[src/hw/rtl/sparse_triplet_merge_add_unit_defines.svh]
// assertion macros for the sparse triplet merge add unit
`ifndef SPARSE_TRIPLET_MERGE_ADD_UNIT_DEFINES_SVH
`define SPARSE_TRIPLET_MERGE_ADD_UNIT_DEFINES_SVH

// property that holds at every clock edge out of reset
`define STMA_ASSERT(lbl, prop, msg) \
    lbl: assert property (@(posedge clk) disable iff (!rst_n) (prop)) else $error(msg);

// condition in one cycle implies a condition in the next cycle
`define STMA_ASSERT_NEXT(lbl, pre, post, msg) \
    lbl: assert property (@(posedge clk) disable iff (!rst_n) (pre) |=> (post)) else $error(msg);

`endif

[src/hw/rtl/stma_pkg.sv]
// types and constants of the sparse triplet merge add unit
`default_nettype none

package stma_pkg;

    // input commands
    localparam logic [2:0] CMD_HDR_A  = 3'd0;
    localparam logic [2:0] CMD_HDR_B  = 3'd1;
    localparam logic [2:0] CMD_TERM_A = 3'd2;
    localparam logic [2:0] CMD_TERM_B = 3'd3;
    localparam logic [2:0] CMD_START  = 3'd4;

    // result kinds
    localparam logic [1:0] KIND_TERM    = 2'd0;
    localparam logic [1:0] KIND_SUMMARY = 2'd1;
    localparam logic [1:0] KIND_INCOMP  = 2'd2;

    localparam int DIM_W   = 12;
    localparam int VAL_W   = 16;
    localparam int SUM_W   = 17;
    localparam int CNT_W   = 6;
    localparam int LIN_W   = 2 * DIM_W + 1;

    // one stored triplet, row in the lowest bits
    typedef struct packed {
        logic signed [VAL_W-1:0] value;
        logic [DIM_W-1:0]        col;
        logic [DIM_W-1:0]        row;
    } entry_t;

    typedef enum logic [4:0] {
        S_IDLE  = 5'b00001,
        S_START = 5'b00010,
        S_RD    = 5'b00100,
        S_MUL   = 5'b01000,
        S_CMP   = 5'b10000
    } state_t;

endpackage

`default_nettype wire

[src/hw/rtl/stma_ram.sv]
// generic single write port ram with registered read
`default_nettype none

module stma_ram #(
    parameter int WIDTH = 40,
    parameter int DEPTH = 16,
    parameter int AW    = (DEPTH > 1) ? $clog2(DEPTH) : 1
) (
    input  wire logic             clk,
    input  wire logic             we,
    input  wire logic [AW-1:0]    waddr,
    input  wire logic [WIDTH-1:0] wdata,
    input  wire logic [AW-1:0]    raddr,
    output logic      [WIDTH-1:0] rdata
);

    logic [WIDTH-1:0] mem [DEPTH];

    always_ff @(posedge clk)
    begin
        if (we)
        begin
            mem[waddr] <= wdata;
        end
        rdata <= mem[raddr];
    end

endmodule

`default_nettype wire

[src/hw/rtl/sparse_triplet_merge_add_unit.sv]
// Sparse matrix addition: two triplet lists are loaded, a start command
// merges them by linear index and streams the result terms.
//
// Input channel s_*: one command per item. Headers and term loads are taken
// in one cycle each while the unit is idle. A start command holds s_tready
// low until its last result has been written into the output register.
// Output channel m_*: result terms, then a summary with m_tlast set, or a
// single incompatible-dimensions result with m_tlast set.
// An incompatible result is issued from the start state; a merge runs the
// states ram read, multiply for the linear index, and compare and emit for
// each term, and gives the summary once both lists are used up. Term
// storage is one ram per matrix with one read and one write port and a
// registered read.
// Reset (rst_n low, asynchronous) clears dimensions, counts, the dropped
// flag and the output valid flag; stored terms are left as they are.
// A stalled receiver (m_tready low) holds the output register, and the
// merge waits on it without losing or repeating a term.
`default_nettype none

module sparse_triplet_merge_add_unit #(
    parameter int MAX_TERMS = 16
) (
    input  wire logic        clk,
    input  wire logic        rst_n,
    input  wire logic        s_tvalid,
    output logic             s_tready,
    input  wire logic [39:0] s_tdata,   // row[11:0], col[23:12], value[39:24]
    input  wire logic [2:0]  s_tuser,   // cmd
    output logic             m_tvalid,
    input  wire logic        m_tready,
    output logic      [47:0] m_tdata,   // out_row[11:0], out_col[23:12],
                                        // sum_value[40:24], term_count[46:41],
                                        // overflow[47]
    output logic      [1:0]  m_tuser,   // kind
    output logic             m_tlast    // last
);

`include "sparse_triplet_merge_add_unit_defines.svh"

    localparam int AW = (MAX_TERMS > 1) ? $clog2(MAX_TERMS) : 1;
    localparam int CW = $clog2(MAX_TERMS + 1);
    localparam int DW = stma_pkg::DIM_W;
    localparam int LW = stma_pkg::LIN_W;
    localparam int EW = $bits(stma_pkg::entry_t);

    stma_pkg::state_t state_reg, state_next;

    logic [DW-1:0] a_rows_reg, a_rows_next, a_cols_reg, a_cols_next;
    logic [DW-1:0] b_rows_reg, b_rows_next, b_cols_reg, b_cols_next;
    logic [CW-1:0] a_count_reg, a_count_next, b_count_reg, b_count_next;
    logic [CW-1:0] i_reg, i_next, j_reg, j_next;
    logic [stma_pkg::CNT_W-1:0] n_reg, n_next;
    logic          dropped_reg, dropped_next;
    logic [LW-1:0] xi_reg, xi_next, yi_reg, yi_next;

    logic                         m_valid_reg, m_valid_next;
    logic [1:0]                   m_kind_reg, m_kind_next;
    logic [DW-1:0]                m_row_reg, m_row_next, m_col_reg, m_col_next;
    logic signed [stma_pkg::SUM_W-1:0] m_sum_reg, m_sum_next;
    logic [stma_pkg::CNT_W-1:0]   m_cnt_reg, m_cnt_next;
    logic                         m_ovf_reg, m_ovf_next;
    logic                         m_last_reg, m_last_next;

    logic             a_we, b_we;
    logic [EW-1:0]    a_rdata, b_rdata;
    stma_pkg::entry_t a_ent, b_ent, in_ent;
    logic [2*DW-1:0]  prod_a, prod_b;
    logic             have_a, have_b, use_a, use_b, slot_free;
    logic signed [stma_pkg::SUM_W-1:0] a_ext, b_ext;

    assign in_ent = stma_pkg::entry_t'(s_tdata);
    assign a_ent  = stma_pkg::entry_t'(a_rdata);
    assign b_ent  = stma_pkg::entry_t'(b_rdata);

    stma_ram #(.WIDTH(EW), .DEPTH(MAX_TERMS), .AW(AW)) u_a_ram (
        .clk   (clk),
        .we    (a_we),
        .waddr (a_count_reg[AW-1:0]),
        .wdata (s_tdata),
        .raddr (i_reg[AW-1:0]),
        .rdata (a_rdata)
    );

    stma_ram #(.WIDTH(EW), .DEPTH(MAX_TERMS), .AW(AW)) u_b_ram (
        .clk   (clk),
        .we    (b_we),
        .waddr (b_count_reg[AW-1:0]),
        .wdata (s_tdata),
        .raddr (j_reg[AW-1:0]),
        .rdata (b_rdata)
    );

    assign have_a    = (i_reg < a_count_reg);
    assign have_b    = (j_reg < b_count_reg);
    assign slot_free = !m_valid_reg || m_tready;

    // linear index row * cols + col, registered before the compare
    assign prod_a = {{DW{1'b0}}, a_ent.row} * {{DW{1'b0}}, a_cols_reg};
    assign prod_b = {{DW{1'b0}}, b_ent.row} * {{DW{1'b0}}, b_cols_reg};

    // equal indices select both sides and give the sum
    assign use_a = have_a && (!have_b || (xi_reg <= yi_reg));
    assign use_b = have_b && (!have_a || (yi_reg <= xi_reg));
    assign a_ext = use_a ? {a_ent.value[stma_pkg::VAL_W-1], a_ent.value} : '0;
    assign b_ext = use_b ? {b_ent.value[stma_pkg::VAL_W-1], b_ent.value} : '0;

    always_comb
    begin
        state_next   = state_reg;
        a_rows_next  = a_rows_reg;
        a_cols_next  = a_cols_reg;
        b_rows_next  = b_rows_reg;
        b_cols_next  = b_cols_reg;
        a_count_next = a_count_reg;
        b_count_next = b_count_reg;
        i_next       = i_reg;
        j_next       = j_reg;
        n_next       = n_reg;
        dropped_next = dropped_reg;
        xi_next      = xi_reg;
        yi_next      = yi_reg;
        m_valid_next = m_valid_reg && !m_tready;
        m_kind_next  = m_kind_reg;
        m_row_next   = m_row_reg;
        m_col_next   = m_col_reg;
        m_sum_next   = m_sum_reg;
        m_cnt_next   = m_cnt_reg;
        m_ovf_next   = m_ovf_reg;
        m_last_next  = m_last_reg;
        a_we         = 1'b0;
        b_we         = 1'b0;

        case (state_reg)
            stma_pkg::S_IDLE:
            begin
                if (s_tvalid)
                begin
                    case (s_tuser)
                        stma_pkg::CMD_HDR_A:
                        begin
                            a_rows_next  = in_ent.row;
                            a_cols_next  = in_ent.col;
                            a_count_next = '0;
                        end
                        stma_pkg::CMD_HDR_B:
                        begin
                            b_rows_next  = in_ent.row;
                            b_cols_next  = in_ent.col;
                            b_count_next = '0;
                        end
                        stma_pkg::CMD_TERM_A:
                        begin
                            if (a_count_reg == CW'(MAX_TERMS))
                            begin
                                dropped_next = 1'b1;
                            end
                            else
                            begin
                                a_we         = 1'b1;
                                a_count_next = a_count_reg + 1'b1;
                            end
                        end
                        stma_pkg::CMD_TERM_B:
                        begin
                            if (b_count_reg == CW'(MAX_TERMS))
                            begin
                                dropped_next = 1'b1;
                            end
                            else
                            begin
                                b_we         = 1'b1;
                                b_count_next = b_count_reg + 1'b1;
                            end
                        end
                        stma_pkg::CMD_START:
                        begin
                            state_next = stma_pkg::S_START;
                        end
                        default:
                        begin
                        end
                    endcase
                end
            end

            stma_pkg::S_START:
            begin
                i_next = '0;
                j_next = '0;
                n_next = '0;
                if ((a_rows_reg != b_rows_reg) || (a_cols_reg != b_cols_reg))
                begin
                    if (slot_free)
                    begin
                        m_valid_next = 1'b1;
                        m_kind_next  = stma_pkg::KIND_INCOMP;
                        m_row_next   = '0;
                        m_col_next   = '0;
                        m_sum_next   = '0;
                        m_cnt_next   = '0;
                        m_ovf_next   = dropped_reg;
                        m_last_next  = 1'b1;
                        dropped_next = 1'b0;
                        state_next   = stma_pkg::S_IDLE;
                    end
                end
                else
                begin
                    state_next = stma_pkg::S_RD;
                end
            end

            stma_pkg::S_RD:
            begin
                if (have_a || have_b)
                begin
                    state_next = stma_pkg::S_MUL;
                end
                else if (slot_free)
                begin
                    m_valid_next = 1'b1;
                    m_kind_next  = stma_pkg::KIND_SUMMARY;
                    m_row_next   = a_rows_reg;
                    m_col_next   = a_cols_reg;
                    m_sum_next   = '0;
                    m_cnt_next   = n_reg;
                    m_ovf_next   = dropped_reg;
                    m_last_next  = 1'b1;
                    dropped_next = 1'b0;
                    state_next   = stma_pkg::S_IDLE;
                end
            end

            stma_pkg::S_MUL:
            begin
                xi_next    = {1'b0, prod_a} + {{(LW-DW){1'b0}}, a_ent.col};
                yi_next    = {1'b0, prod_b} + {{(LW-DW){1'b0}}, b_ent.col};
                state_next = stma_pkg::S_CMP;
            end

            stma_pkg::S_CMP:
            begin
                if (slot_free)
                begin
                    m_valid_next = 1'b1;
                    m_kind_next  = stma_pkg::KIND_TERM;
                    m_row_next   = use_a ? a_ent.row : b_ent.row;
                    m_col_next   = use_a ? a_ent.col : b_ent.col;
                    m_sum_next   = a_ext + b_ext;
                    m_cnt_next   = '0;
                    m_ovf_next   = dropped_reg;
                    m_last_next  = 1'b0;
                    i_next       = i_reg + CW'(use_a);
                    j_next       = j_reg + CW'(use_b);
                    n_next       = n_reg + 1'b1;
                    state_next   = stma_pkg::S_RD;
                end
            end

            default:
            begin
                state_next = stma_pkg::S_IDLE;
            end
        endcase
    end

    always_ff @(posedge clk or negedge rst_n)
    begin
        if (!rst_n)
        begin
            state_reg   <= stma_pkg::S_IDLE;
            a_rows_reg  <= '0;
            a_cols_reg  <= '0;
            b_rows_reg  <= '0;
            b_cols_reg  <= '0;
            a_count_reg <= '0;
            b_count_reg <= '0;
            i_reg       <= '0;
            j_reg       <= '0;
            n_reg       <= '0;
            dropped_reg <= 1'b0;
            m_valid_reg <= 1'b0;
        end
        else
        begin
            state_reg   <= state_next;
            a_rows_reg  <= a_rows_next;
            a_cols_reg  <= a_cols_next;
            b_rows_reg  <= b_rows_next;
            b_cols_reg  <= b_cols_next;
            a_count_reg <= a_count_next;
            b_count_reg <= b_count_next;
            i_reg       <= i_next;
            j_reg       <= j_next;
            n_reg       <= n_next;
            dropped_reg <= dropped_next;
            m_valid_reg <= m_valid_next;
        end
    end

    always_ff @(posedge clk)
    begin
        xi_reg     <= xi_next;
        yi_reg     <= yi_next;
        m_kind_reg <= m_kind_next;
        m_row_reg  <= m_row_next;
        m_col_reg  <= m_col_next;
        m_sum_reg  <= m_sum_next;
        m_cnt_reg  <= m_cnt_next;
        m_ovf_reg  <= m_ovf_next;
        m_last_reg <= m_last_next;
    end

    assign s_tready = (state_reg == stma_pkg::S_IDLE);
    assign m_tvalid = m_valid_reg;
    assign m_tuser  = m_kind_reg;
    assign m_tlast  = m_last_reg;
    assign m_tdata  = {m_ovf_reg, m_cnt_reg, m_sum_reg, m_col_reg, m_row_reg};

    // pointers and term count are stale until the start state has cleared them
    logic in_merge, counts_ok, ptrs_ok, terms_ok, summary_due, summary_out;

    assign in_merge    = (state_reg != stma_pkg::S_IDLE) && (state_reg != stma_pkg::S_START);
    assign counts_ok   = (a_count_reg <= CW'(MAX_TERMS)) && (b_count_reg <= CW'(MAX_TERMS));
    assign ptrs_ok     = (i_reg <= a_count_reg) && (j_reg <= b_count_reg);
    assign terms_ok    = (n_reg <= (6'(a_count_reg) + 6'(b_count_reg)));
    assign summary_due = (state_reg == stma_pkg::S_RD) && !have_a && !have_b && slot_free;
    assign summary_out = (state_reg == stma_pkg::S_IDLE) && m_tvalid && m_tlast && !dropped_reg;

    `STMA_ASSERT(a_count_bound, counts_ok, "store count beyond capacity")
    `STMA_ASSERT(ptr_bound, !in_merge || ptrs_ok, "merge pointer past store count")
    `STMA_ASSERT(term_count_bound, !in_merge || terms_ok, "more terms than loaded")
    `STMA_ASSERT_NEXT(summary_ends_run, summary_due, summary_out, "summary did not end the run")

endmodule

`default_nettype wire
[config.mk]
export PLATFORM = sky130hd
export DESIGN_NAME = sparse_triplet_merge_add_unit
export DESIGN_NICKNAME = d
export VERILOG_FILES = /design/src/hw/rtl/stma_pkg.sv /design/src/hw/rtl/stma_ram.sv /design/src/hw/rtl/sparse_triplet_merge_add_unit.sv
export VERILOG_INCLUDE_DIRS = /design/src /design/src/hw/rtl
export SDC_FILE = /design/constraint.sdc
export NUM_CORES = 2
export LEC_CHECK = 0
export BUFFER_PORTS_ARGS = -buffer_cell sky130_fd_sc_hd__buf_2
export CAP_MARGIN = 10
export CORE_MARGIN = 3
export CORE_UTILIZATION = 50
export CTS_BUF_LIST = sky130_fd_sc_hd__clkbuf_8
export DETAILED_ROUTE_END_ITERATION = 16
export PLACE_DENSITY = 0.69
export SYNTH_ARGS = -nofsm -noshare
export SYNTH_HDL_FRONTEND = slang
export SYNTH_SLANG_ARGS = --single-unit
[constraint.sdc]
create_clock -name clk -period 16.5 [get_ports clk]
set_input_delay 3.3 -clock clk [delete_from_list [all_inputs] [get_ports clk]]
set_output_delay 3.3 -clock clk [all_outputs]
set_load 0.01 [all_outputs]
==> results summary <==
Clock-pin slew was measured on the worst setup and hold paths at 0.06 ns. The cell chosen for the clock root is clkbuf_8. Clock latency on the worst-skew pair, taken at its later pin, is 0.92 ns. By area the synthesized netlist is led by edfxtp_1 60%, mux4_2 13%, fa_1 6.5%. The level count of the clock H-tree came out at 4. The ratio of final minimum period to clock period came out at 37.0%. Yosys instantiated no cell more often than edfxtp_1.

The post-layout instance area is 0.0768 sq mm. The total CTS buffers is 232. The highest achievable clock rate came out at 164 MHz. The cell area after placement is 0.0721 sq mm.

The routed design has 163,000 microns of wire. The synthesized netlist devotes 10.2% of its cell area to adder and majority cells. TritonCTS built the clock tree. The type of element launching the critical path is a flop. The area enclosed by the die boundary is 0.143 sq mm. The flip-flop cell with the highest count after synthesis is edfxtp_1.

The area growth from synthesis to layout is 10.6%. The remaining antenna violation count after routing came out at 0. The initial utilization of the core area, before any placement, comes to 50.4%. The worst hold path belongs to the class reg -> reg. The number of endpoints failing setup at the final stage came out at 0. The minimum hold slack is 0.483 ns. The worst setup path is captured at a flop.

Gates resized during post-CTS repair numbered 0. The total routing usage reported by global routing is 23.4%. The average instance area after synthesis came out at 17.7 sq um. The arrival time of data at the critical path endpoint came out at 6.72 ns.

The routed via count divided by cell count came out at 5.78. The max-slew headroom at the worst pin came out at 24.8%. The final worst-path setup slack is 10.40 ns.

The number of instances in the placed design came out at 5,691. The number of setup buffers added after CTS is 0. The largest registers in the layout are u_a_ram.mem x640, u_b_ram.mem x640. The first-pass GRT wire length is 244,000 microns. The sum of overflow across all layers after global routing came out at 0.

The chip width came out at 379 microns. The total I/O pin count is 100. The fraction of layout instances using a drive strength above 1 came out at 22.7%.

The final setup skew came out at 0.0551 ns. The number of global-route vias before repair is 36,834. The post-synthesis xor/xnor area fraction is 1.12%. The wire-length estimate of the detail-placed layout is 100,000 microns. The routed wire length per instance came out at 26.6 microns. Dividing total power by cell area gives a power density of 157 mW/mm^2. The count of non-filler cells in the finished layout is 6,143.

The final total negative setup slack is 0 ns. The shortest clock period the worst path allows after layout came out at 6.10 ns. Setup repair after global routing left no endpoint under its margin. The post-synthesis mux area share is 14.1%. The utilization after layout came out at 55.8%.

The total DRC errors in the routed layout came out at 0. The DRC marker count from the first detailed-route iteration is 3,574. The first detailed-routing pass took 7 iterations. After synthesis, the largest family of logic cells by area is multiplexers. Ranked by instance count, the synthesized netlist is headed by 1,381 x edfxtp_1, 400 x mux4_2, 386 x inv_1. The largest fanout on the critical path is 13. The fraction of the mapped netlist area in compound gates is 1.97%. The net count of the mapped netlist came out at 4,387. The final hold violation count was 0. The die height came out at 379 microns.

The longest clock path from root to sink contains 3 buffers. The mapped netlist covers 0.0694 sq mm. At the pin with the least slew margin, the transition time is 1.12 ns. The data required time of the critical path came out at 17.12 ns. The congestion estimate from routability-driven global placement came to 0.853. The post-synthesis cell type count came out at 75. The routed via count came out at 35,522.

The maximum number of pins on one net before global-route repair came out at 103. The pre-CTS setup slack came out at 10.17 ns. The cts-stage hold buffer count came out at 0. The number of enable-type register cells in the synthesized netlist came out at 1,381.

The run finished with clean final reports. Yosys printed 0 warnings. Of all cell types, the one taking the most synthesized area is edfxtp_1. The post-synthesis register bit count came out at 1,542.

The share of flip-flops with an asynchronous set or reset came out at 5.25%. By startpoint and endpoint, the worst setup path is classified as reg -> reg. The area share of the leading cell type in the synthesized netlist is 59.8%. The final max-slew violation count came out at 0. The layout has 10,463 filler cells. The core area came out at 0.138 sq mm.

The peak supply drop came out at 0.000301 V. In this run the core area contains 136 standard-cell rows. The clock net in this run drives a total of 1,542 sinks.

The number of antenna violations at the first check in global routing came to 8. The total power is 12.0 mW. The gate count after technology mapping came out at 3,909.

The max-capacitance violation count came out at 0. The net count of the finished layout is 4,609. Across all register-to-register paths, the minimum setup slack is 10.40 ns. The analysis attributes to cell leakage a power of 27.3 nW. The synthesized-area fraction occupied by and/or/nand/nor cells is 4.54%.

The portion of the post-synthesis area used by sequential elements is 65.0%. The count of buffers inserted at the top-level ports is 99.
-- cell families after synthesis --
logic type | after synthesis
mux | 471
flops | 1542
compound gates | 198
fa+ha+maj | 431
buf+inv | 553
simple gates | 625
xor+xnor | 89
-- cell type report --
type	instances	area, sq um	share of cell area [%]
repair buffers	155	931	1.21
multi-input cells	1814	22400	29.2
clock buffers	249	3430	4.46
well taps	1794	2240	2.92
inverters	386	1450	1.89
diodes	9	22.5	0.0293
flip-flops and latches	1542	45100	58.8
clock inverters	194	1180	1.54
-- worst max-delay path: stages (launching register included) --
cell      delay (ns)
dfxtp_1         0.77
nand2_1         0.17
fa_1            0.53
fa_1            0.53
inv_1           0.07
fa_1            0.49
fa_1            0.49
inv_1           0.05
fa_1            0.47
inv_1           0.04
ha_1            0.32
a21oi_1         0.33
o221ai_1        0.29
o31a_1          0.35
o41a_1          0.40
a21o_1          0.21
a21oi_1         0.17
xnor2_1         0.11
-- power breakdown --
group          switching [mW]  internal, mW  total, mW
logic                    2.52          1.83       4.35
clock network            1.49          1.55       3.05
registers               0.106          4.52       4.63
total                    4.12          7.91       12.0
-- placed cells by master, fill, tap and decap left out, types with 34 or more instances in the layout --
cell / netlist / routed
edfxtp_1: 1381 / 1381
inv_1: 386 / 460
mux4_2: 400 / 400
clkbuf_8: 0 / 249
fa_1: 225 / 225
ha_1: 206 / 206
and2_1: 204 / 204
nand2_1: 201 / 201
buf_2: 21 / 98
dfxtp_1: 80 / 80
nor2_1: 103 / 77
dfrtp_1: 80 / 72
clkinv_1: 0 / 57
buf_4: 7 / 56
mux2_2: 49 / 49
xnor2_1: 47 / 47
a21oi_1: 46 / 46
xor2_1: 42 / 42
clkinv_2: 0 / 35
a21o_1: 34 / 34
-- metal layers --
metal	vias to the layer above	GRT usage, %	share of wire, %
met4	0	7.03	2.7
met1	18660	32.6	41
met5	-	0	0
li1	15184	-	-
met3	264	4.24	7.4
met2	1414	38.1	49
-- path summary, 6_finish.rpt --
kind	from	end	depth (start not counted)
hold / removal	dropped_reg$_DFFE_PN0P_	m_ovf_reg$_DFFE_PP_	0
min in group asynchronous	rst_n	a_count_reg[0]$_DFFE_PN0P_	1
setup reg to reg	u_a_ram.rdata[8]$_DFF_P_	xi_reg[20]$_DFFE_PN_	17
setup / recovery	u_a_ram.rdata[8]$_DFF_P_	xi_reg[20]$_DFFE_PN_	17
hold reg to reg	dropped_reg$_DFFE_PN0P_	m_ovf_reg$_DFFE_PP_	0
max in group asynchronous	rst_n	j_reg[3]$_DFFE_PN0P_	2
Power figures use the tool's default switching activity.
